File: src/rtl/twcs_pkg.sv
`timescale 1ns / 1ps

package twcs_pkg;

   localparam int SCREEN_W    = 1024;
   localparam int SCREEN_H    = 512;
   localparam int MAX_TEX_DIM = 256;
   localparam int FRAC_BITS   = 16;

   localparam int COL_W   = 10;
   localparam int ROW_W   = 10;
   localparam int RS_W    = 9;
   localparam int DIM_W   = 9;
   localparam int TEXC_W  = 8;
   localparam int LH_W    = 16;
   localparam int WFRAC_W = 16;
   localparam int TEXID_W = 2;
   localparam int FB_W    = 19;
   localparam int TEXEL_W = 16;
   localparam int POS_W   = 32;
   localparam int STEP_W  = DIM_W + FRAC_BITS;
   localparam int DVR_W   = LH_W;
   localparam int OFF_W   = 17;
   localparam int PROD_W  = OFF_W + STEP_W + 1;
   localparam int DIV_STEPS = STEP_W;
   localparam int CNT_W   = $clog2(DIV_STEPS);

   localparam int REQ_DATA_W = 88;
   localparam int RSP_DATA_W = 40;

   localparam logic CMD_START = 1'b0;
   localparam logic CMD_STEP  = 1'b1;

   typedef enum logic [2:0] {
      ST_IDLE,
      ST_STEP_DIV,
      ST_MULT,
      ST_POS,
      ST_MOD_DIV,
      ST_MOD_WR
   } state_type;

   typedef struct packed {
      logic load;
      logic step;
      logic div_iter;
      logic mult;
      logic mod_load;
      logic pos_sat;
      logic pos_mod;
   } ctrl_cmd_type;

   typedef struct packed {
      logic out_full;
      logic prod_neg;
   } dp_status_type;

   function automatic logic [DIM_W-1:0] fit_dim(input logic [DIM_W-1:0] v);
      logic [DIM_W-1:0] r;
      if (v == '0) begin
         r = DIM_W'(1);
      end else if (v > DIM_W'(MAX_TEX_DIM)) begin
         r = DIM_W'(MAX_TEX_DIM);
      end else begin
         r = v;
      end
      return r;
   endfunction

endpackage

File: src/rtl/textured_wall_column_span.sv
`timescale 1ns / 1ps

// Texture-mapped wall column span generator. A start item (req_tuser = 0) loads a column
// and is followed by busy states with req_tready low (fewer if the start position is
// negative): the texture step and the wrap of the start position both run on one shared
// serial divider, one quotient bit per cycle. Step items (req_tuser = 1) then stream at
// one per cycle unless a full output is held, each giving one pixel item through a
// registered output stage; a step with no open span is taken and gives nothing.

module textured_wall_column_span (
   input  logic                                clock,
   input  logic                                reset,
   input  logic                                req_tvalid,
   output logic                                req_tready,
   // column[9:0], wall_frac[25:10], side[26], dir_x_positive[27], dir_y_negative[28],
   // tex_id[30:29], tex_cols[39:31], tex_rows[48:40], wall_rows[64:49],
   // row_start[73:65], row_end[83:74], zero fill above
   input  logic [twcs_pkg::REQ_DATA_W-1:0]     req_tdata,
   // cmd[0]
   input  logic                                req_tuser,
   output logic                                rsp_tvalid,
   input  logic                                rsp_tready,
   // framebuffer_index[18:0], texel_index[34:19], zero fill above
   output logic [twcs_pkg::RSP_DATA_W-1:0]     rsp_tdata,
   // texture_select[1:0]
   output logic [twcs_pkg::TEXID_W-1:0]        rsp_tuser,
   // last_pixel
   output logic                                rsp_tlast
);

   twcs_pkg::ctrl_cmd_type  cmd;
   twcs_pkg::dp_status_type status;

   twcs_ctrl u_ctrl (
      .clock      (clock),
      .reset      (reset),
      .req_tvalid (req_tvalid),
      .req_kind   (req_tuser),
      .rsp_tready (rsp_tready),
      .status     (status),
      .req_tready (req_tready),
      .cmd        (cmd)
   );

   twcs_dp u_dp (
      .clock      (clock),
      .reset      (reset),
      .cmd        (cmd),
      .status     (status),
      .req_tdata  (req_tdata),
      .rsp_tready (rsp_tready),
      .rsp_tvalid (rsp_tvalid),
      .rsp_tdata  (rsp_tdata),
      .rsp_tuser  (rsp_tuser),
      .rsp_tlast  (rsp_tlast)
   );

endmodule

File: src/rtl/twcs_div.sv
`timescale 1ns / 1ps

module twcs_div (
   input  logic                          clock,
   input  logic                          load,
   input  logic                          iter,
   input  logic [twcs_pkg::STEP_W-1:0]   dividend,
   input  logic [twcs_pkg::DVR_W-1:0]    divisor,
   output logic [twcs_pkg::STEP_W-1:0]   quotient,
   output logic [twcs_pkg::DVR_W-1:0]    remainder
);

   logic [twcs_pkg::STEP_W-1:0] quo_ff, quo_in;
   logic [twcs_pkg::DVR_W-1:0]  rem_ff, rem_in;
   logic [twcs_pkg::DVR_W-1:0]  dvs_ff, dvs_in;
   logic [twcs_pkg::DVR_W:0]    trial;
   logic                        fits;

   // restoring division, one quotient bit per cycle while iter is high
   always_comb begin
      trial  = {rem_ff, quo_ff[twcs_pkg::STEP_W-1]};
      fits   = trial >= {1'b0, dvs_ff};
      quo_in = quo_ff;
      rem_in = rem_ff;
      dvs_in = dvs_ff;
      if (load) begin
         quo_in = dividend;
         rem_in = '0;
         dvs_in = divisor;
      end else if (iter) begin
         quo_in = {quo_ff[twcs_pkg::STEP_W-2:0], fits};
         rem_in = fits ? twcs_pkg::DVR_W'(trial - {1'b0, dvs_ff})
                       : trial[twcs_pkg::DVR_W-1:0];
      end
   end

   always_ff @(posedge clock) begin
      quo_ff <= quo_in;
      rem_ff <= rem_in;
      dvs_ff <= dvs_in;
   end

   assign quotient  = quo_ff;
   assign remainder = rem_ff;

endmodule

File: src/rtl/twcs_dp.sv
`timescale 1ns / 1ps

module twcs_dp (
   input  logic                                clock,
   input  logic                                reset,
   input  twcs_pkg::ctrl_cmd_type              cmd,
   output twcs_pkg::dp_status_type             status,
   input  logic [twcs_pkg::REQ_DATA_W-1:0]     req_tdata,
   input  logic                                rsp_tready,
   output logic                                rsp_tvalid,
   output logic [twcs_pkg::RSP_DATA_W-1:0]     rsp_tdata,
   output logic [twcs_pkg::TEXID_W-1:0]        rsp_tuser,
   output logic                                rsp_tlast
);

   // request fields
   logic [twcs_pkg::COL_W-1:0]   in_column;
   logic [twcs_pkg::WFRAC_W-1:0] in_frac;
   logic                         in_side;
   logic                         in_dxp;
   logic                         in_dyn;
   logic [twcs_pkg::TEXID_W-1:0] in_tex_id;
   logic [twcs_pkg::DIM_W-1:0]   in_tex_w;
   logic [twcs_pkg::DIM_W-1:0]   in_tex_h;
   logic [twcs_pkg::LH_W-1:0]    in_lh;
   logic [twcs_pkg::RS_W-1:0]    in_rs;
   logic [twcs_pkg::ROW_W-1:0]   in_re;

   assign in_column = req_tdata[9:0];
   assign in_frac   = req_tdata[25:10];
   assign in_side   = req_tdata[26];
   assign in_dxp    = req_tdata[27];
   assign in_dyn    = req_tdata[28];
   assign in_tex_id = req_tdata[30:29];
   assign in_tex_w  = req_tdata[39:31];
   assign in_tex_h  = req_tdata[48:40];
   assign in_lh     = req_tdata[64:49];
   assign in_rs     = req_tdata[73:65];
   assign in_re     = req_tdata[83:74];

   // state
   logic signed [twcs_pkg::POS_W-1:0]  pos_ff, pos_in;
   logic [twcs_pkg::STEP_W-1:0]        step_ff, step_in;
   logic [twcs_pkg::ROW_W-1:0]         cur_ff, cur_in;
   logic [twcs_pkg::ROW_W-1:0]         end_ff, end_in;
   logic [twcs_pkg::COL_W-1:0]         col_ff, col_in;
   logic [twcs_pkg::TEXC_W-1:0]        tcol_ff, tcol_in;
   logic [twcs_pkg::DIM_W-1:0]         w_ff, w_in;
   logic [twcs_pkg::DIM_W-1:0]         h_ff, h_in;
   logic [twcs_pkg::TEXID_W-1:0]       tex_ff, tex_in;
   logic                               active_ff, active_in;
   logic signed [twcs_pkg::OFF_W-1:0]  off_ff, off_in;
   logic signed [twcs_pkg::PROD_W-1:0] prod_ff, prod_in;

   // result register
   logic                               rv_ff, rv_in;
   logic [twcs_pkg::FB_W-1:0]          fb_ff, fb_in;
   logic [twcs_pkg::TEXEL_W-1:0]       texel_ff, texel_in;
   logic [twcs_pkg::TEXID_W-1:0]       rsel_ff, rsel_in;
   logic                               rlast_ff, rlast_in;

   // divider
   logic                               div_load;
   logic [twcs_pkg::STEP_W-1:0]        div_dividend;
   logic [twcs_pkg::DVR_W-1:0]         div_divisor;
   logic [twcs_pkg::STEP_W-1:0]        div_quo;
   logic [twcs_pkg::DVR_W-1:0]         div_rem;

   // column start
   logic [twcs_pkg::DIM_W-1:0]         w_fit, h_fit;
   logic [twcs_pkg::LH_W-1:0]          lh_fit;
   logic [twcs_pkg::WFRAC_W+twcs_pkg::DIM_W-1:0] frac_prod;
   logic [twcs_pkg::DIM_W-1:0]         tx, tx_m, tx_c;
   logic                               mirror;
   logic [twcs_pkg::ROW_W-1:0]         re_cut;
   logic                               start_active;
   logic signed [twcs_pkg::PROD_W-1:0] off_ext;
   logic [twcs_pkg::PROD_W-1:0]        step_ext;

   // pixel step
   logic                               do_pix;
   logic [twcs_pkg::FRAC_BITS-1:0]     ty_raw;
   logic [twcs_pkg::TEXC_W-1:0]        ty;
   logic [twcs_pkg::STEP_W-1:0]        period;
   logic signed [twcs_pkg::POS_W:0]    pos_sum;
   logic signed [twcs_pkg::POS_W:0]    pos_wrap;
   logic [twcs_pkg::ROW_W-1:0]         cur_nx;

   assign w_fit  = twcs_pkg::fit_dim(in_tex_w);
   assign h_fit  = twcs_pkg::fit_dim(in_tex_h);
   assign lh_fit = (in_lh == '0) ? twcs_pkg::LH_W'(1) : in_lh;

   always_comb begin
      frac_prod = (twcs_pkg::WFRAC_W + twcs_pkg::DIM_W)'(in_frac)
                * (twcs_pkg::WFRAC_W + twcs_pkg::DIM_W)'(w_fit);
      tx        = frac_prod[twcs_pkg::WFRAC_W+twcs_pkg::DIM_W-1:twcs_pkg::WFRAC_W];
      mirror    = (!in_side && in_dxp) || (in_side && in_dyn);
      tx_m      = mirror ? (w_fit - tx - twcs_pkg::DIM_W'(1)) : tx;
      tx_c      = (tx_m >= w_fit) ? (w_fit - twcs_pkg::DIM_W'(1)) : tx_m;
      re_cut    = (in_re > twcs_pkg::ROW_W'(twcs_pkg::SCREEN_H))
                ? twcs_pkg::ROW_W'(twcs_pkg::SCREEN_H) : in_re;
      start_active = ({1'b0, in_rs} < re_cut)
                  && ({1'b0, in_column} < (twcs_pkg::COL_W+1)'(twcs_pkg::SCREEN_W));
   end

   assign div_load     = cmd.load || cmd.mod_load;
   assign div_dividend = cmd.load
                       ? (twcs_pkg::STEP_W'(h_fit) << twcs_pkg::FRAC_BITS)
                       : twcs_pkg::STEP_W'(prod_ff[twcs_pkg::FRAC_BITS+twcs_pkg::STEP_W-2:
                                                   twcs_pkg::FRAC_BITS]);
   assign div_divisor  = cmd.load ? lh_fit : twcs_pkg::DVR_W'(h_ff);

   twcs_div u_div (
      .clock     (clock),
      .load      (div_load),
      .iter      (cmd.div_iter),
      .dividend  (div_dividend),
      .divisor   (div_divisor),
      .quotient  (div_quo),
      .remainder (div_rem)
   );

   assign off_ext  = twcs_pkg::PROD_W'(off_ff);
   assign step_ext = twcs_pkg::PROD_W'(div_quo);

   always_comb begin
      do_pix   = cmd.step && active_ff && (cur_ff < end_ff);
      ty_raw   = pos_ff[twcs_pkg::POS_W-1] ? '0
               : pos_ff[twcs_pkg::POS_W-1:twcs_pkg::POS_W-twcs_pkg::FRAC_BITS];
      ty       = (ty_raw >= twcs_pkg::FRAC_BITS'(h_ff))
               ? twcs_pkg::TEXC_W'(h_ff - twcs_pkg::DIM_W'(1))
               : twcs_pkg::TEXC_W'(ty_raw);
      period   = twcs_pkg::STEP_W'(h_ff) << twcs_pkg::FRAC_BITS;
      pos_sum  = $signed({pos_ff[twcs_pkg::POS_W-1], pos_ff})
               + $signed((twcs_pkg::POS_W+1)'(step_ff));
      pos_wrap = (pos_sum >= $signed((twcs_pkg::POS_W+1)'(period)))
               ? pos_sum - $signed((twcs_pkg::POS_W+1)'(period)) : pos_sum;
      cur_nx   = cur_ff + twcs_pkg::ROW_W'(1);
   end

   always_comb begin
      pos_in    = pos_ff;
      step_in   = step_ff;
      cur_in    = cur_ff;
      end_in    = end_ff;
      col_in    = col_ff;
      tcol_in   = tcol_ff;
      w_in      = w_ff;
      h_in      = h_ff;
      tex_in    = tex_ff;
      active_in = active_ff;
      off_in    = off_ff;
      prod_in   = prod_ff;
      rv_in     = rv_ff && !rsp_tready;
      fb_in     = fb_ff;
      texel_in  = texel_ff;
      rsel_in   = rsel_ff;
      rlast_in  = rlast_ff;

      if (cmd.load) begin
         col_in    = in_column;
         tex_in    = in_tex_id;
         w_in      = w_fit;
         h_in      = h_fit;
         tcol_in   = twcs_pkg::TEXC_W'(tx_c);
         off_in    = $signed(twcs_pkg::OFF_W'(in_rs))
                   - $signed(twcs_pkg::OFF_W'(twcs_pkg::SCREEN_H / 2))
                   + $signed(twcs_pkg::OFF_W'(lh_fit[twcs_pkg::LH_W-1:1]));
         cur_in    = twcs_pkg::ROW_W'(in_rs);
         end_in    = re_cut;
         active_in = start_active;
      end

      if (cmd.mult) begin
         step_in = div_quo;
         prod_in = off_ext * $signed(step_ext);
      end

      if (cmd.pos_sat) begin
         // below -2^31 saturates
         pos_in = (&prod_ff[twcs_pkg::PROD_W-1:twcs_pkg::POS_W-1])
                ? prod_ff[twcs_pkg::POS_W-1:0]
                : {1'b1, {(twcs_pkg::POS_W-1){1'b0}}};
      end

      if (cmd.pos_mod) begin
         pos_in = twcs_pkg::POS_W'({div_rem[twcs_pkg::TEXC_W-1:0],
                                    prod_ff[twcs_pkg::FRAC_BITS-1:0]});
      end

      if (cmd.step) begin
         if (do_pix) begin
            pos_in    = pos_wrap[twcs_pkg::POS_W-1:0];
            cur_in    = cur_nx;
            active_in = cur_nx < end_ff;
            rv_in     = 1'b1;
            fb_in     = twcs_pkg::FB_W'(cur_ff) * twcs_pkg::FB_W'(twcs_pkg::SCREEN_W)
                      + twcs_pkg::FB_W'(col_ff);
            texel_in  = twcs_pkg::TEXEL_W'(ty) * twcs_pkg::TEXEL_W'(w_ff)
                      + twcs_pkg::TEXEL_W'(tcol_ff);
            rsel_in   = tex_ff;
            rlast_in  = cur_nx == end_ff;
         end else begin
            active_in = 1'b0;
         end
      end
   end

   always_ff @(posedge clock) begin
      if (reset) begin
         pos_ff    <= '0;
         step_ff   <= '0;
         cur_ff    <= '0;
         end_ff    <= '0;
         col_ff    <= '0;
         tcol_ff   <= '0;
         w_ff      <= twcs_pkg::DIM_W'(1);
         h_ff      <= twcs_pkg::DIM_W'(1);
         tex_ff    <= '0;
         active_ff <= 1'b0;
         rv_ff     <= 1'b0;
      end else begin
         pos_ff    <= pos_in;
         step_ff   <= step_in;
         cur_ff    <= cur_in;
         end_ff    <= end_in;
         col_ff    <= col_in;
         tcol_ff   <= tcol_in;
         w_ff      <= w_in;
         h_ff      <= h_in;
         tex_ff    <= tex_in;
         active_ff <= active_in;
         rv_ff     <= rv_in;
      end
   end

   always_ff @(posedge clock) begin
      off_ff   <= off_in;
      prod_ff  <= prod_in;
      fb_ff    <= fb_in;
      texel_ff <= texel_in;
      rsel_ff  <= rsel_in;
      rlast_ff <= rlast_in;
   end

   assign status.out_full = rv_ff;
   assign status.prod_neg = prod_ff[twcs_pkg::PROD_W-1];

   assign rsp_tvalid = rv_ff;
   assign rsp_tdata  = twcs_pkg::RSP_DATA_W'({texel_ff, fb_ff});
   assign rsp_tuser  = rsel_ff;
   assign rsp_tlast  = rlast_ff;

   a_span_rows: assert property (@(posedge clock) disable iff (reset)
      active_ff |-> cur_ff < end_ff)
      else $error("active span without rows left");

   a_end_on_screen: assert property (@(posedge clock) disable iff (reset)
      end_ff <= twcs_pkg::ROW_W'(twcs_pkg::SCREEN_H))
      else $error("end row past screen");

   a_tcol_range: assert property (@(posedge clock) disable iff (reset)
      twcs_pkg::DIM_W'(tcol_ff) < w_ff)
      else $error("texture column out of range");

   a_pix_out: assert property (@(posedge clock) disable iff (reset)
      do_pix |=> rv_ff)
      else $error("pixel item lost");

endmodule

File: src/rtl/twcs_ctrl.sv
`timescale 1ns / 1ps

module twcs_ctrl (
   input  logic                      clock,
   input  logic                      reset,
   input  logic                      req_tvalid,
   input  logic                      req_kind,
   input  logic                      rsp_tready,
   input  twcs_pkg::dp_status_type   status,
   output logic                      req_tready,
   output twcs_pkg::ctrl_cmd_type    cmd
);

   twcs_pkg::state_type         state_ff, state_in;
   logic [twcs_pkg::CNT_W-1:0]  cnt_ff, cnt_in;
   logic                        accept;
   logic                        cnt_last;

   assign cnt_last = cnt_ff == twcs_pkg::CNT_W'(twcs_pkg::DIV_STEPS - 1);

   always_comb begin
      state_in = state_ff;
      cnt_in   = cnt_ff;
      unique case (state_ff)
         twcs_pkg::ST_IDLE: begin
            cnt_in = '0;
            if (accept && req_kind == twcs_pkg::CMD_START) begin
               state_in = twcs_pkg::ST_STEP_DIV;
            end
         end
         twcs_pkg::ST_STEP_DIV: begin
            cnt_in = cnt_ff + twcs_pkg::CNT_W'(1);
            if (cnt_last) begin
               state_in = twcs_pkg::ST_MULT;
               cnt_in   = '0;
            end
         end
         twcs_pkg::ST_MULT: begin
            state_in = twcs_pkg::ST_POS;
         end
         twcs_pkg::ST_POS: begin
            cnt_in   = '0;
            state_in = status.prod_neg ? twcs_pkg::ST_IDLE : twcs_pkg::ST_MOD_DIV;
         end
         twcs_pkg::ST_MOD_DIV: begin
            cnt_in = cnt_ff + twcs_pkg::CNT_W'(1);
            if (cnt_last) begin
               state_in = twcs_pkg::ST_MOD_WR;
               cnt_in   = '0;
            end
         end
         twcs_pkg::ST_MOD_WR: begin
            state_in = twcs_pkg::ST_IDLE;
         end
         default: begin
            state_in = twcs_pkg::ST_IDLE;
            cnt_in   = '0;
         end
      endcase
   end

   always_comb begin
      req_tready   = 1'b0;
      accept       = 1'b0;
      cmd          = '0;
      unique case (state_ff)
         twcs_pkg::ST_IDLE: begin
            req_tready = !status.out_full || rsp_tready;
            accept     = req_tvalid && req_tready;
            cmd.load   = accept && req_kind == twcs_pkg::CMD_START;
            cmd.step   = accept && req_kind == twcs_pkg::CMD_STEP;
         end
         twcs_pkg::ST_STEP_DIV: cmd.div_iter = 1'b1;
         twcs_pkg::ST_MULT:     cmd.mult = 1'b1;
         twcs_pkg::ST_POS: begin
            cmd.pos_sat  = status.prod_neg;
            cmd.mod_load = !status.prod_neg;
         end
         twcs_pkg::ST_MOD_DIV:  cmd.div_iter = 1'b1;
         twcs_pkg::ST_MOD_WR:   cmd.pos_mod = 1'b1;
         default: begin
            req_tready = 1'b0;
         end
      endcase
   end

   always_ff @(posedge clock) begin
      if (reset) begin
         state_ff <= twcs_pkg::ST_IDLE;
         cnt_ff   <= '0;
      end else begin
         state_ff <= state_in;
         cnt_ff   <= cnt_in;
      end
   end

endmodule
File: config.mk
export PLATFORM = sky130hd
export DESIGN_NAME = textured_wall_column_span
export DESIGN_NICKNAME = d
export VERILOG_FILES = /design/src/rtl/twcs_pkg.sv /design/src/rtl/textured_wall_column_span.sv /design/src/rtl/twcs_div.sv /design/src/rtl/twcs_dp.sv /design/src/rtl/twcs_ctrl.sv
export SDC_FILE = /design/constraint.sdc
export NUM_CORES = 2
export LEC_CHECK = 0
export ABC_AREA = 1
export ABC_CLOCK_PERIOD_IN_PS = 10400
export BUFFER_PORTS_ARGS = -buffer_cell sky130_fd_sc_hd__buf_4
export CAP_MARGIN = 5
export CORE_MARGIN = 2
export CORE_UTILIZATION = 45
export CTS_CLUSTER_SIZE = 20
export DETAILED_ROUTE_END_ITERATION = 10
export PLACE_DENSITY = 0.66
export SYNTH_ARGS = -nofsm -noshare
export SYNTH_HDL_FRONTEND = slang
export SYNTH_SLANG_ARGS = --single-unit
File: constraint.sdc
create_clock -name clock -period 10.4 [get_ports clock]
set_input_delay 1.04 -clock clock [delete_from_list [all_inputs] [get_ports clock]]
set_output_delay 1.04 -clock clock [all_outputs]
set_load 0.01 [all_outputs]
After elaboration in Yosys (flattened, before gate mapping)
Cells that the tools add are included.
W data, S select, Z words.
Cells by class
  eq/ne operators: 10
  order comparisons: 10
  $add $sub $neg: 13
  multiplexer cells: 43
  bitwise logic cells: 1
  reduce and logical (&&, ||, !) cells: 27
  multipliers: 3
Operator list (count)
  $mux W32: 6
  $mux W25: 3
  $mux W9: 6
  $mul A17 B26 Y43: 1
  $mux W10: 4
  $add A32 B26 Y33: 1
  $ge A33 B26 Y1: 1
  $mux W16: 2
  $sub A32 B26 Y32: 1
  $mul A16 B9 Y25: 1
  $lt A10 B10 Y1: 2
  $add A19 B10 Y19: 1
  $gt A9 B9 Y1 const B: 2
  $logic_not A9 Y1: 2
  $add A10 B16 Y17: 1
  $ge A17 B16 Y1: 1
  $add A16 B8 Y16: 1
  $logic_not A16 Y1: 1
  $mul A8 B9 Y16: 1
  $mux W8: 2
  $sub A16 B16 Y16: 1
  $sub A8 B1 Y8 const B: 2
  $ge A15 B9 Y1: 1
  $mux W15: 1
  other kinds (30): 62
Word-level totals
  logic and storage cells: 130
  input bits: 93
  output and inout port bits: 45
  register bits: 280

Logic depth before layout (Yosys ltp)
  word-level depth: 9
  gate-level depth with buffers: 48
  depth with buffers taken out: 47

Hierarchy
A second synthesis with hierarchy kept.
Unflattened totals
  cells, all modules: 4957
  area, all modules: 38016.5 sq um
By module, submodules not included
  twcs_dp: seq. area each 5285.1 sq um, cells an instance 4427, times used 1, area an instance 34023.9 sq um
  twcs_div: seq. area each 1551.5 sq um, cells an instance 449, times used 1, area an instance 3462.1 sq um
  twcs_ctrl: seq. area each 160.2 sq um, cells an instance 81, times used 1, area an instance 530.5 sq um

Least setup slack after synthesis
No wires, ideal clock.
  path kind: input to register
  start point: input port req_tdata[32] in the netlist's numbering
  end point: register u_dp.tcol_ff[2] in the netlist's numbering
  path buffers: 1
  required time: 10.267 ns
  path slack: 1.901 ns
  arrival: 8.366 ns
  library setup time: 0.133 ns
  stages on the path: 44
  cell sequence: nor2_1 nand3_1 o21ai_0 inv_1 nor2_2 inv_1 buf_1 nor2_1 fa_1 fa_1 fa_1 inv_1 fa_1 inv_1 ha_1 nand2_1 nor4_1 nand2_1 [8 not listed] nand2_1 nand2_1 nand2_1 nand2_1 a21oi_1 or2_2 nand3_1 nand2_1 nand2_1 xnor2_1 inv_1 ha_1 inv_1 o21ai_1 inv_1 o21a_1 o21ai_0 a21oi_1
Between the ends
  cells in the longest elaborated chain, start to end: 9
  elaborated cells between the ends (all ways): 11
  classes of those cells: 3 x add/sub; 1 x mul; 2 x order compare; 4 x mux; 1 x reduce/logical
RTL lines
  start, declared: RTL line textured_wall_column_span.sv:18  | input logic [twcs_pkg::REQ_DATA_W-1:0] req_tdata,
  $gt A9 B9 Y1: RTL line twcs_pkg.sv:62  | end else if (v > DIM_W'(MAX_TEX_DIM)) begin
  $mux W9: RTL line twcs_pkg.sv:62
  $mux W9 *: RTL line twcs_pkg.sv:60  | if (v == '0) begin
  via u_dp.w_fit (one bit): RTL line twcs_dp.sv:70  | logic [twcs_pkg::DIM_W-1:0] w_fit, h_fit;
  $mul A16 B9 Y25: RTL line twcs_dp.sv:95  | * (twcs_pkg::WFRAC_W + twcs_pkg::DIM_W)'(w_fit);
  $sub A9 B9 Y9: RTL line twcs_dp.sv:98  | tx_m = mirror ? (w_fit - tx - twcs_pkg::DIM_W'(1)) : tx;
  $sub A9 B1 Y9: RTL line twcs_dp.sv:98
  $mux W9: RTL line twcs_dp.sv:98
  $ge A9 B9 Y1: RTL line twcs_dp.sv:99  | tx_c = (tx_m >= w_fit) ? (w_fit - twcs_pkg::DIM_W'(1)) : tx_m;
  $mux W8 *: RTL line twcs_dp.sv:99
  end signal, assigned: RTL line twcs_dp.sv:228  | tcol_ff <= tcol_in;
  end, declared: RTL line twcs_dp.sv:47  | logic [twcs_pkg::TEXC_W-1:0] tcol_ff, tcol_in;
The timed path passes the listed nets; every way through them passes the cells marked *.
A chain may end at the register's enable or synchronous reset.

Worst setup path after layout
Ends and elaborated chain as after synthesis.

==> tab_implementation.tex <==
\begin{tabular}{lr}
\hline
Metric & Value \\
\hline
\multicolumn{2}{l}{\textbf{Floorplanning}} \\
\quad Starting utilization of the core area & 45.6\% \\
\quad Die W & 293 um \\
\quad Std-Cell Core Area & 82,200 sq um \\
\quad Die Area & 85,600 sq um \\
\quad Standard-cell rows & 105 \\
\quad Top-Level Pins & around 140 \\
\quad Die boundary height & slightly below 300 um \\
\multicolumn{2}{l}{\textbf{Routing}} \\
\quad Via/cell ratio & 5.21 \\
\quad Number of design rule violations left after detail routing & 0 \\
\quad First-pass DRT Iterations & 6 \\
\quad Total detailed-routing wirelength & 102,000 um \\
\quad Total vias in the final route & between 30,000 and 40,000 \\
\quad Wire per inst & 17.1 um \\
\quad Count of antenna-violating nets left after detailed routing & 0 \\
\quad Number of violations reported at the end of detailed-routing iteration 0 & 2,028 \\
\multicolumn{2}{l}{\textbf{STA}} \\
\quad Final cycle utilization of the critical path & between 80\% and 90\% \\
\quad Clock skew & $\sim$0.024 ns \\
\quad Final period demand of the worst path & 8.77 ns \\
\quad Final slew viol count & 0 \\
\quad Hold Violations, Final & 0 \\
\quad Unrepaired setup endpoints after global routing & false \\
\quad Remaining max-slew budget at the tightest pin & 16.0\% \\
\quad Worst Tran Pin Value & around 1.3 ns \\
\quad Final TNS setup & 0 ns \\
\quad Final setup fails & 0 \\
\quad Maximum clock rate & 0.114 GHz \\
\quad Hold slack final & 0.417 ns \\
\multicolumn{2}{l}{\textbf{Clocking}} \\
\quad Setup bufs post-CTS & 0 \\
\quad Total number of H-tree levels & 1 \\
\quad Sinks on the clock net & 280 \\
\quad Maximum buffer depth of the clock tree & 3 \\
\quad Clk\_lat worst skew & a little under 0.6 ns \\
\quad Root Buffer & sky130\_fd\_sc\_hd\_\_clkbuf\_16 \\
\quad Post-cts sizing count & 0 \\
\quad CTS tree & done \\
\quad Hold\_buf cts & 0 \\
\quad Number of CTS-inserted buffers & 29 \\
\quad Clock slew seen by the registers of the worst setup and hold paths & around 0.060 ns \\
\multicolumn{2}{l}{\textbf{Global routing}} \\
\quad Number of global-route vias before repair & 30,839 \\
\quad Initial antenna violation count & 3 \\
\quad Wire length of the first global-routing pass & 165,000 um \\
\quad Overall global routing resource usage & 24.0\% \\
\quad Pin count of the biggest net entering global routing & 90 \\
\quad Overflow after GRT & 0 \\
\multicolumn{2}{l}{\textbf{Synth}} \\
\quad Portion of the post-synthesis area used by sequential elements & 18.7\% \\
\quad YS warnings & 0 \\
\quad Cells after synthesis & 4,818 \\
\quad Cell area after synthesis & between 30,000 and 40,000 sq um \\
\quad Post-synth EDFFs & 139 \\
\quad Most numerous cell types in the synthesized netlist & sky130\_fd\_sc\_hd\_\_nand2\_1, sky130\_fd\_sc\_hd\_\_inv\_1, sky130\_fd\_sc\_hd\_\_fa\_1, sky130\_fd\_sc\_hd\_\_ha\_1, sky130\_fd\_sc\_hd\_\_nor2\_1 \\
\quad Main synth FF type & sky130\_fd\_sc\_hd\_\_dfxtp\_1 \\
\quad Synthesized area per cell & 7.78 sq um \\
\quad Post-synth top area cell & sky130\_fd\_sc\_hd\_\_fa\_1 \\
\quad Async set-reset flop share out of synthesis & 0\% \\
\quad Post-synthesis cell type count & 58 \\
\quad Synth top area cells & sky130\_fd\_sc\_hd\_\_fa\_1, sky130\_fd\_sc\_hd\_\_ha\_1, sky130\_fd\_sc\_hd\_\_nand2\_1, sky130\_fd\_sc\_hd\_\_edfxtp\_1, sky130\_fd\_sc\_hd\_\_inv\_1 \\
\quad Share of the synthesized area in the top cell type & 26.5\% \\
\quad Number of flip-flops and latches in the synthesized netlist & 280 \\
\quad Most common cell in the netlist & sky130\_fd\_sc\_hd\_\_nand2\_1 \\
\multicolumn{2}{l}{\textbf{Critical path}} \\
\quad RR Endpoint & u\_dp.texel\_ff[14] \\
\quad Worst setup SP type & input pin \\
\quad Cell type group with the largest total delay on the critical path & adder cells \\
\quad Number of cells traversed by the worst register-to-register path & 35 \\
\quad Master of the slowest instance on the critical path & sky130\_fd\_sc\_hd\_\_fa\_1 \\
\quad Data required time of the critical path & 10.83 ns \\
\quad Critical path class & in -> reg \\
\quad Count of buffering cells on the critical path with inverters included & 12 \\
\quad Type of destination of the critical path & register \\
\quad Maximum cell stage delay along the critical path & 0.55 ns \\
\quad Worst-path fanout max & 14 \\
\quad FF-to-FF Start & u\_dp.pos\_ff[31] \\
\quad Arr. time, crit path & just over 9 ns \\
\quad Internal reg-to-reg setup slack & roughly 3.2 ns \\
\quad Number of cells on the critical path & 46 \\
\multicolumn{2}{l}{\textbf{Worst hold path}} \\
\quad Launch instance of the worst min-delay path & u\_dp.col\_ff[8] \\
\quad Min-delay worst type & reg -> reg \\
\quad Min-Delay Path Depth & 0 \\
\quad Hold worst-path end & u\_dp.fb\_ff[8] \\
\multicolumn{2}{l}{\textbf{Placed design}} \\
\quad Weighted congestion at the end of routability-driven global placement & 0.950 \\
\quad Quantity of I/O buffers inserted on ports & 128 \\
\quad Placed standard-cell area & 39,400 sq um \\
\quad Detailed placement HPWL & 82,000 um \\
\multicolumn{2}{l}{\textbf{Flow run}} \\
\quad Max-cap violations & 0 \\
\multicolumn{2}{l}{\textbf{Outcome}} \\
\quad Status & complete, no violations \\
\multicolumn{2}{l}{\textbf{Layout}} \\
\quad Layout-stage area growth over the synthesis result & 7.74\% \\
\quad Finished layout cell area & 40,400 sq um \\
\quad Nets & 5,775 \\
\quad Proportion of layout cells with a drive suffix above 1 & 6.17\% \\
\quad Final core occ & 49.1\% \\
\hline
\end{tabular}
-- layer usage --
layer	GRT usage [%]	share of wire, %	up-vias
li1	-	-	14823
met1	33.7	46	15082
met2	39.8	46	875
met3	2.59	6.1	135
met4	5.49	2.2	2
met5	0	0.013	-
-- flip-flops by register name (all words and copies together) (netlist names), 2 cells and up --
register / cells
u_dp.pos_ff: 32
u_dp.step_ff: 25
u_dp.w_ff: 9
u_dp.end_ff: 10
u_dp.fb_ff: 19
u_dp.col_ff: 10
u_dp.u_div.remainder: 16
u_dp.h_ff: 9
u_dp.off_ff: 17
u_ctrl.state_ff: 3
u_dp.tcol_ff: 8
u_dp.prod_ff: 43
u_dp.rsp_tuser: 2
u_dp.u_div.quotient: 25
u_ctrl.cnt_ff: 5
u_dp.u_div.dvs_ff: 16
u_dp.cur_ff: 10
u_dp.tex_ff: 2
u_dp.texel_ff: 16
-- logic make-up after synthesis --
family          share of synthesized area [%]
compound gates                           9.25
xor+xnor                                 3.09
fa+ha+maj                                38.1
buf+inv                                  12.7
flops                                    18.7
other cells                            0.0100
simple gates                             18.2
-- how the worst max path moves through the flow --
stage                             start              end  slack (ns)
after global routing      req_tdata[32]  u_dp.tcol_ff[2]        0.81
after floorplan           req_tdata[32]  u_dp.tcol_ff[2]        1.90
after global placement    req_tdata[32]  u_dp.tcol_ff[2]        1.21
after CTS                 req_tdata[32]  u_dp.tcol_ff[2]        1.68
final                     req_tdata[32]  u_dp.tcol_ff[2]        1.63
after detailed placement  req_tdata[32]  u_dp.tcol_ff[2]        1.10
-- final cells by class --
type	instances	area, sq um
Tap cell	1070	1340
Antenna cell	2	5.00
Clock inverter	18	140
Multi-Input combinational cell	3286	25800
Inverter	1062	3990
Clock buffer	36	805
Timing Repair Buffer	180	1350
Sequential cell	280	7000
Fill cell	8009	41900
-- cells in the final DEF (no fill, tap or decap), types with 14 or more instances in the layout --
| cell type | synthesis | routed |
|---|---|---|
| sky130_fd_sc_hd__a22oi_1 | 14 | 14 |
| sky130_fd_sc_hd__o22ai_1 | 14 | 14 |
| sky130_fd_sc_hd__a31oi_1 | 22 | 22 |
| sky130_fd_sc_hd__nand2_1 | 1131 | 1131 |
| sky130_fd_sc_hd__nor3_1 | 19 | 19 |
| sky130_fd_sc_hd__xnor2_1 | 56 | 56 |
| sky130_fd_sc_hd__dfxtp_1 | 141 | 141 |
| sky130_fd_sc_hd__ha_1 | 347 | 347 |
| sky130_fd_sc_hd__buf_4 | 6 | 180 |
| sky130_fd_sc_hd__nand4_1 | 22 | 22 |
| sky130_fd_sc_hd__nand3_1 | 117 | 117 |
| sky130_fd_sc_hd__nor2_2 | 15 | 15 |
| sky130_fd_sc_hd__clkbuf_16 | 0 | 31 |
| sky130_fd_sc_hd__fa_1 | 496 | 496 |
| sky130_fd_sc_hd__edfxtp_1 | 139 | 139 |
| sky130_fd_sc_hd__nor2_1 | 304 | 302 |
| sky130_fd_sc_hd__xor2_1 | 76 | 76 |
| sky130_fd_sc_hd__inv_1 | 1051 | 1049 |
| sky130_fd_sc_hd__o21ai_0 | 209 | 209 |
| sky130_fd_sc_hd__a21oi_1 | 277 | 277 |
| sky130_fd_sc_hd__nand2_2 | 29 | 29 |
-- per-stage QoR --
| step | std cells | worst slack (ns) |
|---|---|---|
| after floorplan | 4822 | 1.90 |
| after global placement | 5878 | 1.21 |
| after detailed placement | 5878 | 1.10 |
| after CTS | 5932 | 1.68 |
| after global routing | 5934 | 0.814 |
| final | 5934 | 1.63 |
Power is not shown: default switching activity piles up to over one toggle a cycle in this logic, so the estimate is an artifact.
